<file path="config.mk">
export PLATFORM = sky130hd
export DESIGN_NAME = tcw_fifo
export DESIGN_NICKNAME = d
export VERILOG_FILES = /design/src/hw/rtl/tcw_pkg.sv /design/src/hw/rtl/tcw_fifo.sv
export SDC_FILE = /design/constraint.sdc
export NUM_CORES = 1
export LEC_CHECK = 0
export BUFFER_PORTS_ARGS = -buffer_cell sky130_fd_sc_hd__buf_4
export CAP_MARGIN = 20
export CORE_MARGIN = 2
export CORE_UTILIZATION = 50
export CTS_CLUSTER_SIZE = 10
export DETAILED_ROUTE_END_ITERATION = 10
export PLACE_DENSITY = 0.81
export SLEW_MARGIN = 5
export SYNTH_ARGS = -nofsm -noshare
export SYNTH_HDL_FRONTEND = slang
export SYNTH_SLANG_ARGS = --single-unit
</file>
<file path="constraint.sdc">
create_clock -name clk_i -period 1.9 [get_ports clk_i]
set_clock_uncertainty 0.1 [all_clocks]
set_input_delay 0.38 -clock clk_i [delete_from_list [all_inputs] [get_ports clk_i]]
set_output_delay 0.38 -clock clk_i [all_outputs]
set_load 0.01 [all_outputs]
</file>
<file path="src/hw/rtl/tcw_pkg.sv">
`default_nettype none

package tcw_pkg;

  // Field widths of the ports
  localparam int unsigned ReqW     = 3;
  localparam int unsigned CharW    = 8;
  localparam int unsigned AttrW    = 8;
  localparam int unsigned ColorW   = 4;
  localparam int unsigned ColW     = 7;
  localparam int unsigned RowW     = 5;
  localparam int unsigned IdxOutW  = 11;
  localparam int unsigned CfgIdxW  = 1;
  // Linear cell index wide enough for the largest screen (127 x 31)
  localparam int unsigned CellIdxW = 12;
  localparam int unsigned CellW    = CharW + AttrW;

  // Default geometry
  localparam int unsigned DefCols = 80;
  localparam int unsigned DefRows = 25;

  // Depth of the decoupling queues
  localparam int unsigned QueueDepth = 2;

  localparam logic [CharW-1:0] SpaceChar   = 8'h20;
  localparam logic [CharW-1:0] NewlineChar = 8'h0A;
  localparam logic [AttrW-1:0] ResetAttr   = 8'h0F;
  localparam logic [ColorW-1:0] ResetFg    = 4'hF;
  localparam logic [ColorW-1:0] ResetBg    = 4'h0;

  typedef enum logic [ReqW-1:0] {
    REQ_PUT_CHAR   = 3'd0,
    REQ_NEWLINE    = 3'd1,
    REQ_BACKSPACE  = 3'd2,
    REQ_CLEAR      = 3'd3,
    REQ_SET_CURSOR = 3'd4,
    REQ_READ_CELL  = 3'd5
  } req_type_e;

  typedef enum logic [CfgIdxW-1:0] {
    CFG_FG_COLOR = 1'b0,
    CFG_BG_COLOR = 1'b1
  } cfg_reg_e;

  // Classified operation handed from the front to the back
  typedef enum logic [2:0] {
    OP_PUT,
    OP_LF_BYTE,
    OP_NEWLINE,
    OP_BACKSPACE,
    OP_CLEAR,
    OP_SET_CURSOR,
    OP_READ,
    OP_NOP
  } op_e;

  typedef enum logic [2:0] {
    ST_INIT,
    ST_IDLE,
    ST_EXEC,
    ST_SCAN_RD,
    ST_SCAN_CHK,
    ST_READ_WAIT,
    ST_FILL,
    ST_EMIT
  } state_e;

  typedef struct packed {
    op_e                 op;
    logic [CharW-1:0]    ch;
    logic [ColW-1:0]     tcol;
    logic [RowW-1:0]     trow;
    logic                t_ok;
    logic [CellIdxW-1:0] t_idx;
  } cmd_t;

  typedef struct packed {
    logic               wrote;
    logic [IdxOutW-1:0] idx;
    logic [CharW-1:0]   ch;
    logic [AttrW-1:0]   attr;
    logic [ColW-1:0]    ccol;
    logic [RowW-1:0]    crow;
    logic               cleared;
  } res_t;

endpackage

`default_nettype wire

</file>
<file path="src/hw/rtl/tcw_fifo.sv">
`default_nettype none

module tcw_fifo #(
  parameter int unsigned Width = 8,
  parameter int unsigned Depth = tcw_pkg::QueueDepth
) (
  input  wire logic             clk_i,
  input  wire logic             rst_ni,
  input  wire logic             push_i,
  input  wire logic [Width-1:0] data_i,
  output logic                  full_o,
  input  wire logic             pop_i,
  output logic      [Width-1:0] data_o,
  output logic                  empty_o
);

  localparam int unsigned PtrW = (Depth > 1) ? $clog2(Depth) : 1;

  logic [Width-1:0] mem_q [Depth];
  logic [PtrW:0]    wr_q, wr_d, rd_q, rd_d;
  logic             do_push, do_pop;

  assign empty_o = (wr_q == rd_q);
  assign full_o  = (wr_q[PtrW] != rd_q[PtrW]) && (wr_q[PtrW-1:0] == rd_q[PtrW-1:0]);
  assign do_push = push_i && !full_o;
  assign do_pop  = pop_i && !empty_o;
  assign data_o  = mem_q[rd_q[PtrW-1:0]];

  always_comb begin
    wr_d = wr_q;
    rd_d = rd_q;
    if (do_push) begin
      wr_d = (wr_q[PtrW-1:0] == PtrW'(Depth - 1)) ?
             {~wr_q[PtrW], {PtrW{1'b0}}} : wr_q + 1'b1;
    end
    if (do_pop) begin
      rd_d = (rd_q[PtrW-1:0] == PtrW'(Depth - 1)) ?
             {~rd_q[PtrW], {PtrW{1'b0}}} : rd_q + 1'b1;
    end
  end

  always_ff @(posedge clk_i or negedge rst_ni) begin
    if (!rst_ni) begin
      wr_q <= '0;
      rd_q <= '0;
    end else begin
      wr_q <= wr_d;
      rd_q <= rd_d;
    end
  end

  always_ff @(posedge clk_i) begin
    if (do_push) begin
      mem_q[wr_q[PtrW-1:0]] <= data_i;
    end
  end

endmodule

`default_nettype wire

</file>
==> impl_metrics.yaml <==
status:
  outcome: "finished clean"
synthesis:
  synth_ff_type: "edfxtp_1"
  synthArstFlopShare_pct: 20.0
  synth_nets: 65
  yosysWarnings: 0
  synth_top_area_share_pct: 56.1
  yosysSeqAreaShare_pct: 67.8
  ys_top_cells_by_area: "edfxtp_1 (56%), dfrtp_1 (12%), mux2_2 (7.9%)"
  yosys.area.top_type: "edfxtp_1"
  netlist_area_um2: 856
  syn_inst: 53
  synth_seq_cells: 20
  syn_avg_cell_area_um2: 16.1
  synth-edff-count: 16
  yosysUniqueCellTypes: 21
critical_path:
  cp.arrival_ns: 1.32
  path_class: "reg2out"
  cp_cell_sequence: "mux2_2 > buf_4"
  path_max_fanout: 10
  rr_startpoint: "rd_q[1]$_DFFE_PN0P_"
  required_ns: 1.42
  reg2reg_slack_ns: 0.32
  max_stage_delay_ns: 0.52
  critPathCaptureType: "output port"
  worstReg2RegEnd: "mem_q[0][4]$_DFFE_PP_"
  rr_worst_depth: 4
  crit_slowest_cell: "dfrtp_2"
  startpoint_type: "flop"
detailed_routing:
  routed_via_density: 5.41
  vias: 519
  wl_per_cell_um: 13.7
  postRouteAntennaNets: 0
  drc_errors: 0
  dr.pass1.iters: 4
  dr.first_iter.drc_count: 7
  wirelength_um: 1320
clock_tree:
  clk_pin_slew_worst_paths_ns: 0.10
  cts-htree-levels: 1
  clockBufferDepth: 2
  root_buffer: "clkbuf_4"
  clkLatencyLatePin_ns: 0.29
  cts_tree: "done"
  cts.sinks: 20
  cts_inserted_buffers: 3
timing:
  max_slew_margin_pct: 81.9
  rsz0062_at_grt: "false"
  slew_viol_final: 0
  setup_viol: 0
  layout_setup_ws_ns: 0.0969
  timing.final.hold_violations: 0
  finalWorstPathRequiredPeriod_ns: 1.80
  finalSetupTns_ns: 0
  period_share_pct: 94.9
  worst_pin_slew_ns: 0.271
  max_freq_ghz: 0.555
grt:
  grt_pass1_vias: 544
  grt_first_pass_wirelength_um: 2200
  antenna_found_initial: 0
  grt_max_degree: 12
  grt_usage_pct: 15.9
  grt-ovfl-total: 0
cells_and_area:
  syn2layout_area_growth_pct: 25.6
  fin_nets: 93
  drive_above_1_share_pct: 51.2
  insertedDiodeCount: 0
place:
  globalplace.congestion: 0.685
  place_ws_ns: 0.164
  port-buffer-count: 21
  hpwl_um: 944
min_path:
  hp-start: "push_i"
  hold_end: "wr_q[0]$_DFFE_PN0P_"
  hold_path_class: "in2reg"
  min_path_cells: 2
floorplanning:
  initial_core_util_pct: 54.9
  dieArea_um2: 2060
  pin_count: 22
  rows: 14
  die_w_um: 45.4
  core_area_um2: 1560
  die_y_um: 45.4
power:
  irDropWorstVdd_mv: 0.784
  power_density_nw_per_um2: 1590
  p_leak_nw: 0.427
flow_run:
  max-cap-violations: 0
## how the worst max path moves through the flow
| stage | cells after the start | from | slack [ns] | end |
|---|---|---|---|---|
| 2_1_floorplan | 3 | rd_q[1]$_DFFE_PN0P_ | 0.24 | mem_q[0][0]$_DFFE_PP_ |
| 3_3_place_gp | 2 | rd_q[0]$_DFFE_PN0P_ | 0.19 | data_o[7] |
| 3_5_place_dp | 2 | rd_q[0]$_DFFE_PN0P_ | 0.16 | data_o[1] |
| 4_1_cts | 2 | rd_q[0]$_DFFE_PN0P_ | 0.07 | data_o[1] |
| 5_1_grt | 2 | rd_q[0]$_DFFE_PN0P_ | 0.02 | data_o[6] |
| 6_report | 2 | rd_q[0]$_DFFE_PN0P_ | 0.1 | data_o[1] |
## stage by stage
| stage | hold WS [ns] | area [um^2] | util (%) | std cells | total power, W |
|---|---|---|---|---|---|
| floorplan | -0.0156 | 856 | - | 53 | 0.00123 |
| global placement | 0.0762 | 1020 | 65.6 | 90 | 0.00146 |
| detailed placement | 0.0770 | 1020 | 65.6 | 90 | 0.00148 |
| CTS | 0.145 | 1070 | 68.5 | 96 | 0.00170 |
| global route | 0.141 | 1070 | 68.9 | 96 | 0.00183 |
| finish | 0.155 | 1070 | 68.9 | 96 | 0.00171 |
## critical path, delay by kind of cell (launching register included)
| kind | cells | cell delay [ns] |
|---|---|---|
| mux | 1 | 0.37 |
| flops | 1 | 0.52 |
| buf+inv | 1 | 0.15 |
## layout by cell type (no fill, tap or decap), types with 2 or more instances in the layout
master    count
buf_4        25
edfxtp_1     16
mux2_2        6
mux2_1        3
nor2_1        3
a21oi_1       3
o21ai_1       3
clkbuf_4      3
dfrtp_1       3
nand2_1       2
## area by class of cell
class	instances	area, um^2
Multi-Input combinational cell	30	249
Clock buffer	3	22.5
Fill cell	113	484
Clock inverter	1	3.75
Timing Repair Buffer	26	198
Sequential cell	20	582
Tap cell	16	20.0
## state kept, by name, summed over array words and instances, names as in the netlist
register / flops
rd_q: 2
mem_q: 16
wr_q: 2
## logic make-up after synthesis
family                    Yosys count  share of synthesized area, %
AOI/OAI and AO/OA                   9                          6.14
buffers and inverters               3                          3.95
and+or+nand+nor                     8                          5.12
xor gates and xnor gates            3                          3.95
DFF                                20                          67.8
muxes                              10                          13.0
## per-layer routing
layer  track usage (%)  wire [um]  up-vias
met1              18.7        538      252
met3              5.16         58        4
li1                  -          -      247
met2              25.7        695       16
met5                 0          0        -
met4              8.82         22        0
## cell usage after synthesis, types with 2 or more instances
library cell and count:
a21oi_1 3, dfrtp_1 4, edfxtp_1 16, mux2_1 3, mux2_2 6, nand2_1 2
nor2_1 3, o21ai_1 3
## report_power, final
part           internal (W)  switching [W]
clock             0.0000765       0.000122
combinational      0.000411       0.000343
sequential         0.000624       0.000131
total               0.00111       0.000596
## timing repair
action,4_1_cts,5_1_grt
hold endpoints to repair,4,0
resized for setup,1,1
hold buffers,1,0
setup buffers,1,0
setup endpoints to repair,10,1
Power figures use the tool's default switching activity.
