[src/hw/rtl/tcw_pkg.sv]
`default_nettype none

package tcw_pkg;

  // Field widths of the ports
  localparam int unsigned ReqW     = 3;
  localparam int unsigned CharW    = 8;
  localparam int unsigned AttrW    = 8;
  localparam int unsigned ColorW   = 4;
  localparam int unsigned ColW     = 7;
  localparam int unsigned RowW     = 5;
  localparam int unsigned IdxOutW  = 11;
  localparam int unsigned CfgIdxW  = 1;
  // Linear cell index wide enough for the largest screen (127 x 31)
  localparam int unsigned CellIdxW = 12;
  localparam int unsigned CellW    = CharW + AttrW;

  // Default geometry
  localparam int unsigned DefCols = 80;
  localparam int unsigned DefRows = 25;

  // Depth of the decoupling queues
  localparam int unsigned QueueDepth = 2;

  localparam logic [CharW-1:0] SpaceChar   = 8'h20;
  localparam logic [CharW-1:0] NewlineChar = 8'h0A;
  localparam logic [AttrW-1:0] ResetAttr   = 8'h0F;
  localparam logic [ColorW-1:0] ResetFg    = 4'hF;
  localparam logic [ColorW-1:0] ResetBg    = 4'h0;

  typedef enum logic [ReqW-1:0] {
    REQ_PUT_CHAR   = 3'd0,
    REQ_NEWLINE    = 3'd1,
    REQ_BACKSPACE  = 3'd2,
    REQ_CLEAR      = 3'd3,
    REQ_SET_CURSOR = 3'd4,
    REQ_READ_CELL  = 3'd5
  } req_type_e;

  typedef enum logic [CfgIdxW-1:0] {
    CFG_FG_COLOR = 1'b0,
    CFG_BG_COLOR = 1'b1
  } cfg_reg_e;

  // Classified operation handed from the front to the back
  typedef enum logic [2:0] {
    OP_PUT,
    OP_LF_BYTE,
    OP_NEWLINE,
    OP_BACKSPACE,
    OP_CLEAR,
    OP_SET_CURSOR,
    OP_READ,
    OP_NOP
  } op_e;

  typedef enum logic [2:0] {
    ST_INIT,
    ST_IDLE,
    ST_EXEC,
    ST_SCAN_RD,
    ST_SCAN_CHK,
    ST_READ_WAIT,
    ST_FILL,
    ST_EMIT
  } state_e;

  typedef struct packed {
    op_e                 op;
    logic [CharW-1:0]    ch;
    logic [ColW-1:0]     tcol;
    logic [RowW-1:0]     trow;
    logic                t_ok;
    logic [CellIdxW-1:0] t_idx;
  } cmd_t;

  typedef struct packed {
    logic               wrote;
    logic [IdxOutW-1:0] idx;
    logic [CharW-1:0]   ch;
    logic [AttrW-1:0]   attr;
    logic [ColW-1:0]    ccol;
    logic [RowW-1:0]    crow;
    logic               cleared;
  } res_t;

endpackage

`default_nettype wire

[src/hw/rtl/tcw_front.sv]
`default_nettype none

module tcw_front #(
  parameter int unsigned Cols = tcw_pkg::DefCols,
  parameter int unsigned Rows = tcw_pkg::DefRows
) (
  input  wire logic                        clk_i,
  input  wire logic                        rst_ni,
  input  wire logic                        en_i,
  input  wire logic                        push,
  output logic                             full,
  input  wire logic [tcw_pkg::ReqW-1:0]    req_type_i,
  input  wire logic [tcw_pkg::CharW-1:0]   char_code_i,
  input  wire logic [tcw_pkg::ColW-1:0]    target_col_i,
  input  wire logic [tcw_pkg::RowW-1:0]    target_row_i,
  output tcw_pkg::cmd_t                    cmd_o,
  output logic                             cmd_push_o,
  input  wire logic                        cmd_full_i
);

  logic          valid_q, valid_d;
  tcw_pkg::cmd_t cmd_q, cmd_d;
  logic          take;

  // Full in the back's reset sweep or when the held item meets a full queue
  assign full       = !en_i || (valid_q && cmd_full_i);
  assign take       = push && !full;
  assign cmd_o      = cmd_q;
  assign cmd_push_o = valid_q;

  always_comb begin
    cmd_d       = cmd_q;
    cmd_d.ch    = char_code_i;
    cmd_d.tcol  = target_col_i;
    cmd_d.trow  = target_row_i;
    cmd_d.t_ok  = (target_col_i < tcw_pkg::ColW'(Cols)) &&
                  (target_row_i < tcw_pkg::RowW'(Rows));
    cmd_d.t_idx = tcw_pkg::CellIdxW'(target_row_i) * tcw_pkg::CellIdxW'(Cols) +
                  tcw_pkg::CellIdxW'(target_col_i);
    case (tcw_pkg::req_type_e'(req_type_i))
      tcw_pkg::REQ_PUT_CHAR: begin
        cmd_d.op = (char_code_i == tcw_pkg::NewlineChar) ?
                   tcw_pkg::OP_LF_BYTE : tcw_pkg::OP_PUT;
      end
      tcw_pkg::REQ_NEWLINE:    cmd_d.op = tcw_pkg::OP_NEWLINE;
      tcw_pkg::REQ_BACKSPACE:  cmd_d.op = tcw_pkg::OP_BACKSPACE;
      tcw_pkg::REQ_CLEAR:      cmd_d.op = tcw_pkg::OP_CLEAR;
      tcw_pkg::REQ_SET_CURSOR: cmd_d.op = tcw_pkg::OP_SET_CURSOR;
      tcw_pkg::REQ_READ_CELL:  cmd_d.op = tcw_pkg::OP_READ;
      default:                 cmd_d.op = tcw_pkg::OP_NOP;
    endcase
  end

  always_comb begin
    if (take) begin
      valid_d = 1'b1;
    end else if (!cmd_full_i) begin
      valid_d = 1'b0;
    end else begin
      valid_d = valid_q;
    end
  end

  always_ff @(posedge clk_i or negedge rst_ni) begin
    if (!rst_ni) begin
      valid_q <= 1'b0;
    end else begin
      valid_q <= valid_d;
    end
  end

  always_ff @(posedge clk_i) begin
    if (take) begin
      cmd_q <= cmd_d;
    end
  end

endmodule

`default_nettype wire

[config.mk]
export PLATFORM = sky130hd
export DESIGN_NAME = tcw_front
export DESIGN_NICKNAME = d
export VERILOG_FILES = /design/src/hw/rtl/tcw_pkg.sv /design/src/hw/rtl/tcw_front.sv
export SDC_FILE = /design/constraint.sdc
export NUM_CORES = 1
export LEC_CHECK = 0
export BUFFER_PORTS_ARGS = -buffer_cell sky130_fd_sc_hd__buf_2
export CORE_UTILIZATION = 41
export DETAILED_ROUTE_END_ITERATION = 8
export GPL_ROUTABILITY_DRIVEN = 0
export PLACE_DENSITY = 0.84
export SLEW_MARGIN = 20
export SYNTH_ARGS = -nofsm -noshare
export SYNTH_HDL_FRONTEND = slang
export SYNTH_SLANG_ARGS = --single-unit
[constraint.sdc]
create_clock -name clk_i -period 3.7 [get_ports clk_i]
set_input_delay 0.555 -clock clk_i [delete_from_list [all_inputs] [get_ports clk_i]]
set_output_delay 0.555 -clock clk_i [all_outputs]
set_load 0.05 [all_outputs]
==> out/metrics.csv, run 1 <==
metric;value;unit
status;finished, final reports clean;
cts bufs inserted;5;
EDFF count, synth;32;
number of DRC markers in iteration 0;44;
Core Box Area;3337;µm²
Power Density;438.0;nW/µm²
max incr delay on CP;0.42;ns
# rows;21;
router iterations before antenna repair;4;
Syn Area/Cell;16.32;µm²
most frequent cell after synthesis;edfxtp_1;
worst slack, placed;1.180;ns
layout cells sized above 1;47.44;%
critical path class;input port to flip-flop;
DR WL/cell;13.87;µm
CP Cell Sequence;buf_2 > ha_1 > ha_1 > fa_1 > xor2_1 > o2111ai_1 > xnor2_1;
Max VDD drop;0.1290;mV
Total Nets Final;195;
final worst setup slack;1.492;ns
DIE HEIGHT;60.86;µm
Fin. Hold Viols;0;
vias;1007;
initial antenna violation count;0;
Reg clk slew, reported paths;0.09;ns
Post-Route Skew;0.002977;ns
worst-case clock buffer depth;2;
Buf/Inv on CP;1;
fin. max-slew vios;0;
cell family contributing the most delay on the critical path;adder cells;
nature of the critical path endpoint;flip-flop;
first-pass GRT wire length;4.050;mm
crit-path most repeated cell;ha_1;
n_diodes;0;
Slew HR;34.87;%
LEAKAGE;0.8063;nW
largest net degree at the start of global routing;33;
Post-Synthesis Cells;87;
synth cell count leaders;edfxtp_1 (32), ha_1 (9), nand2_1 (5), xnor2_1 (5);
Tot Pwr;0.0008055;W
CP required;3.78;ns
Crit Path Max Fanout;5;
Clock Sinks;33;
post-DP HPWL;2.235;mm
sequential share of the synthesized area;69.43;%
IO Port Bufs;65;
die area;3703;µm²
Final TNS setup;0;ns
Clock Latency Late Sink;0.32;ns
Area contributors post-synth;edfxtp_1 (68%), ha_1 (7.9%), xnor2_1 (3.1%);
final period utilization;59.67;%
Initial Utilization;42.56;%
flops & latches, synth;33;
vias in the first global route;962;
worst hold path class;input port to flip-flop;
GR Overflow Total;0;
Post-Route WL;2.802;mm
Synth area leader;edfxtp_1;
Synth Net Count;126;
fill count;273;
Achievable Freq;0.4529;GHz
chip width;60.86;µm
Worst-Margin Slew;0.9748;ns
H-tree depth;2;
# IOs;66;
remaining antenna violation count;0;
final setup violation count;0;
Global Route Usage Sum;15.87;%
drc violations;0;
root cell of the clock tree;clkbuf_4;
vias per cell;4.985;
Ys Warns;0;
ys async rst share;3.030;%
Crit path arrival time;2.28;ns
Layout area overhead;29.52;%
CTS tree;built;
Setup crit start kind;input port;
critical path's slowest cell;fa_1;
unrepaired setup endpoints after global routing;no;
Final Critical Period;2.208;ns
mapped cell area;1420;µm²
top cell type's share of synthesized area;67.67;%
ys flop type;edfxtp_1;
max cap viols;0;
Netlist cell types;22;
-- layout make-up --
class / count / area, µm² / share of cell area (%)
sequential: 33 / 985.9 / 53.61
multi-input combinational: 46 / 400.4 / 21.77
timing repair buffer: 66 / 335.3 / 18.23
tap: 46 / 57.56 / 3.129
clock buffer: 6 / 41.29 / 2.245
inverter: 4 / 15.01 / 0.8163
clock inverter: 1 / 3.754 / 0.2041
-- state kept, by name (all words and copies together) (netlist names) --
name and count:
cmd_push_o 1, cmd_o 32
-- routing by layer --
metal,wire length (µm),share of wire [%],global-route usage [%],vias up
met1,969,35,13.19,475
met5,0,0,0,-
li1,-,-,-,460
met2,1494,53,30.77,63
met3,263,9.4,5.330,9
met4,75,2.7,11.04,0
-- power by group --
group	total (W)	leakage, nW	switching (W)	internal [W]
Clock	0.000174	0.0258	0.000105	0.0000688
Combinational	0.000189	0.470	0.000132	0.0000563
Sequential	0.000443	0.310	0.00000553	0.000437
-- per-stage QoR --
step                      hold WS [ns]  cells  util, %  cell area [µm²]
after floorplan                 0.2594     87        -             1420
after detailed placement        0.3317    194    53.47             1784
after CTS                       0.3867    202    55.12             1839
final                           0.4049    202    55.12             1839
after global routing            0.3830    202    55.12             1839
after global placement          0.3294    194    53.47             1784
-- placed cells by master, fill, tap and decap left out, drive strengths merged, types with 2 or more instances in the layout --
cell and instances:
buf 65, nor2b 2, xor2 2, nor2 3, xnor2 5, clkbuf 6
fa 2, a21o 4, a21oi 5, ha 9, inv 4, o21ai 2
nand2 5, edfxtp 32
-- timing repair --
item | CTS | global route
hold endpoints to repair | 1 | 0
gates resized for setup | 0 | 0
hold buffers | 1 | 0
buffers inserted | 0 | 0
-- cell families (layout without fill, tap and decap cells) --
family          count (synthesis)  count (layout)  synth area share, %
xor+xnor                        7               7                4.317
simple gates                   13              13                4.582
compound gates                 15              15                7.754
buf+inv                         8              77                3.172
flops                          33              33                69.43
fa+ha+maj                      11              11                10.75
-- final timing paths --
| check | start | endpoint | slack [ns] | cells past startpoint |
|---|---|---|---|---|
| min in group asynchronous | rst_ni | cmd_push_o$_DFFE_PN0P_ | 0.53 | 2 |
| worst min-delay path | target_col_i[2] | cmd_o[20]$_DFFE_PP_ | 0.40 | 1 |
| worst min register to register | cmd_push_o$_DFFE_PN0P_ | cmd_push_o$_DFFE_PN0P_ | 0.61 | 2 |
| max in group asynchronous | rst_ni | cmd_push_o$_DFFE_PN0P_ | 3.08 | 2 |
| worst max-delay path | target_row_i[1] | cmd_o[10]$_DFFE_PP_ | 1.49 | 7 |
| worst max register to register | cmd_push_o$_DFFE_PN0P_ | cmd_o[35]$_DFFE_PP_ | 2.11 | 1 |
Power figures use the tool's default switching activity.
==> inputs of run 2 (changes only) <==
Settings changed: ABC_AREA from default to 1, PLACE_DENSITY 0.84 to 0.83.
Clock period 3.7 ns to 2.3 ns, I/O delays scaled along.
==> run 2 against run 1 <==
  * Sequential share of layout area shrank 4.3 points
  * Clock skew about the same
  * Sequential power rose by 61%
  * Combinational power up 81%
  * Die area is 7.0% higher
  * Critical endpoint is now cmd_o[9]$_DFFE_PP_
  * Largest cell class unchanged
==> out/metrics.csv, run 2 <==
metric;value;unit
chip width;62.94;µm
post-synthesis xor/xnor area fraction;1.726;%
CTS tree;built;
most frequent cell after synthesis;edfxtp_1;
CP required;2.33;ns
sequential share of the synthesized area;64.75;%
Final TNS setup;0;ns
Initial Utilization;44.24;%
multiplexer area fraction after synthesis;0;%
max cap viols;0;
H-tree depth;2;
final worst setup slack;0.2984;ns
worst-case clock buffer depth;2;
worst hold path class;input port to flip-flop;
adder-cell share of the synthesized area;10.02;%
LEAKAGE;0.9204;nW
router iterations before antenna repair;4;
initial antenna violation count;0;
placed instance area;1898;µm²
switching portion of total power;29.34;%
Netlist cell types;23;
vias;1128;
Crit Path Max Fanout;4;
number of DRC markers in iteration 0;89;
Sequential Power Share;48.2;%
final period utilization;87.02;%
top cell type's share of synthesized area;63.11;%
quantity of gates resized following cts;0;
Power Density;739.9;nW/µm²
Setup crit start kind;input port;
Fin. Hold Viols;0;
r2r endpoint;cmd_o[14]$_DFFE_PP_;
Hold Startpoint;target_col_i[0];
DR WL/cell;12.55;µm
nature of the critical path endpoint;flip-flop;
Psw;0.0004338;W
drc violations;0;
ys flop type;edfxtp_1;
ys async rst share;3.030;%
Slew HR;74.39;%
root cell of the clock tree;clkbuf_8;
# IOs;66;
hold slack;0.2435;ns
internal cell power;0.001045;W
Hold Path Depth;1;
Achievable Freq;0.4996;GHz
largest net degree at the start of global routing;33;
synth cell count leaders;edfxtp_1 (32), nand2_1 (22), inv_1 (14);
post-DP HPWL;2.309;mm
Synth Area in Compound Gates;2.465;%
Clock Latency Late Sink;0.28;ns
first-pass GRT wire length;4.940;mm
layout cells sized above 1;42.19;%
remaining antenna violation count;0;
Clk pwr share;28.7;%
main combinational cell family by area after synthesis;simple AND/OR/NAND/NOR gates;
status;finished, final reports clean;
Tot Pwr;0.001479;W
Final Critical Period;2.002;ns
commonest non-fill, non-tap cell in the layout;buf_2;
worst slack, placed;0.04583;ns
Core Box Area;3442;µm²
Total Nets Final;230;
Syn Area/Cell;12.69;µm²
Synth Net Count;159;
Post-Route Skew;0.003270;ns
vias per cell;4.739;
Synth area leader;edfxtp_1;
post-route design area;1998;µm²
Max VDD drop;0.3400;mV
Worst-Margin Slew;0.3841;ns
worst r2r path cells;4;
R2R Path Start;cmd_push_o$_DFFE_PN0P_;
Clock Sinks;33;
unrepaired setup endpoints after global routing;no;
Layout area overhead;31.22;%
Ys Warns;0;
cts bufs inserted;5;
Post-Synthesis Cells;120;
Synth Area in Simple Gates;15.61;%
mapped cell area;1523;µm²
Global Route Usage Sum;16.65;%
# rows;21;
Area contributors post-synth;edfxtp_1 (63%), ha_1 (7.4%), nand2_1 (5.4%);
Reg clk slew, reported paths;0.06;ns
commonest non-fill, non-tap cells in the layout;buf_2 (65), edfxtp_1 (32), nand2_1 (22), inv_1 (14), ha_1 (9);
Combinational Power Share;23.2;%
EDFF count, synth;32;
Crit path arrival time;2.03;ns
flops & latches, synth;33;
n_diodes;0;
vias in the first global route;1125;
worst reg2reg setup slack;0.97;ns
GR Overflow Total;0;
final setup violation count;0;
critical path class;input port to flip-flop;
Post-Route WL;2.986;mm
IO Port Bufs;65;
fin. max-slew vios;0;
Hold Path Sink;cmd_o[18]$_DFFE_PP_;
max reg flops;32;
DIE HEIGHT;62.94;µm
die area;3961;µm²
==> run 2: cell count changes in the layout (fill, tap and decap cells not counted), moves of 4 or more <==
cell / delta
clkbuf_8: +6
a21o_1: -4
clkbuf_4: -5
nor2_1: +4
nand2_1: +17
inv_1: +10
nand3_1: +5
==> run 2: per-stage QoR <==
step / util, % / cells
finish: 58.05 / 238
global route: 58.05 / 238
CTS: 58.05 / 238
detailed placement: 55.14 / 229
global placement: 55.14 / 229
floorplan: - / 120
==> run 2: how the worst max path moves through the flow <==
stage,cells after the start,end,startpoint,slack [ns]
floorplan,3,cmd_o[10]$_DFFE_PP_,cmd_push_o$_DFFE_PN0P_,0.25
global placement,9,cmd_o[10]$_DFFE_PP_,target_row_i[1],0.14
detailed placement,9,cmd_o[9]$_DFFE_PP_,target_row_i[1],0.05
CTS,9,cmd_o[9]$_DFFE_PP_,target_row_i[1],0.34
global route,9,cmd_o[9]$_DFFE_PP_,target_row_i[1],0.23
finish,9,cmd_o[9]$_DFFE_PP_,target_row_i[1],0.30
==> run 2: worst max-delay path, stage by stage <==
cell	delay [ns]
buf_2	0.12
ha_1	0.29
ha_1	0.23
fa_1	0.62
nand2_1	0.10
inv_1	0.09
nand4_1	0.08
nand4_1	0.09
nand2_1	0.07
==> run 2: kinds of logic (layout without fill, tap and decap cells) <==
family | Yosys count | count (layout)
and+or+nand+nor | 48 | 48
DFF | 33 | 33
buffers and inverters | 18 | 90
adders and majority gates | 11 | 11
AOI/OAI and AO/OA | 7 | 7
xor gates and xnor gates | 3 | 3
==> run 2: routing by layer <==
layer	GRT usage [%]	vias to the layer above	share of wire, %
li1	-	548	-
met1	17.06	514	39
met2	30.51	57	51
met3	3.832	9	6.5
met4	9.593	0	2.8
met5	0	-	0
==> run 2: final cells by class <==
type | instances | area, µm²
sequential | 33 | 985.9
clock buffer | 8 | 90.09
tap | 46 | 57.56
fill | 263 | 1444
inverter | 14 | 52.55
timing repair buffer | 68 | 350.3
multi-input combinational | 69 | 461.7
==> run 2: timing repair <==
item	CTS	global route
hold buffers	1	0
setup buffers	0	0
endpoints found under the hold margin	1	0
==> run 2: power groups by stage <==
stage	sequential [W]	combinational (W)	clock, W
after detailed placement	0.000725	0.000339	0
after global routing	0.000715	0.000368	0.000466
final	0.000712	0.000342	0.000424
after global placement	0.000724	0.000328	0
after CTS	0.000713	0.000341	0.000427
after floorplan	0.000836	0.000139	0
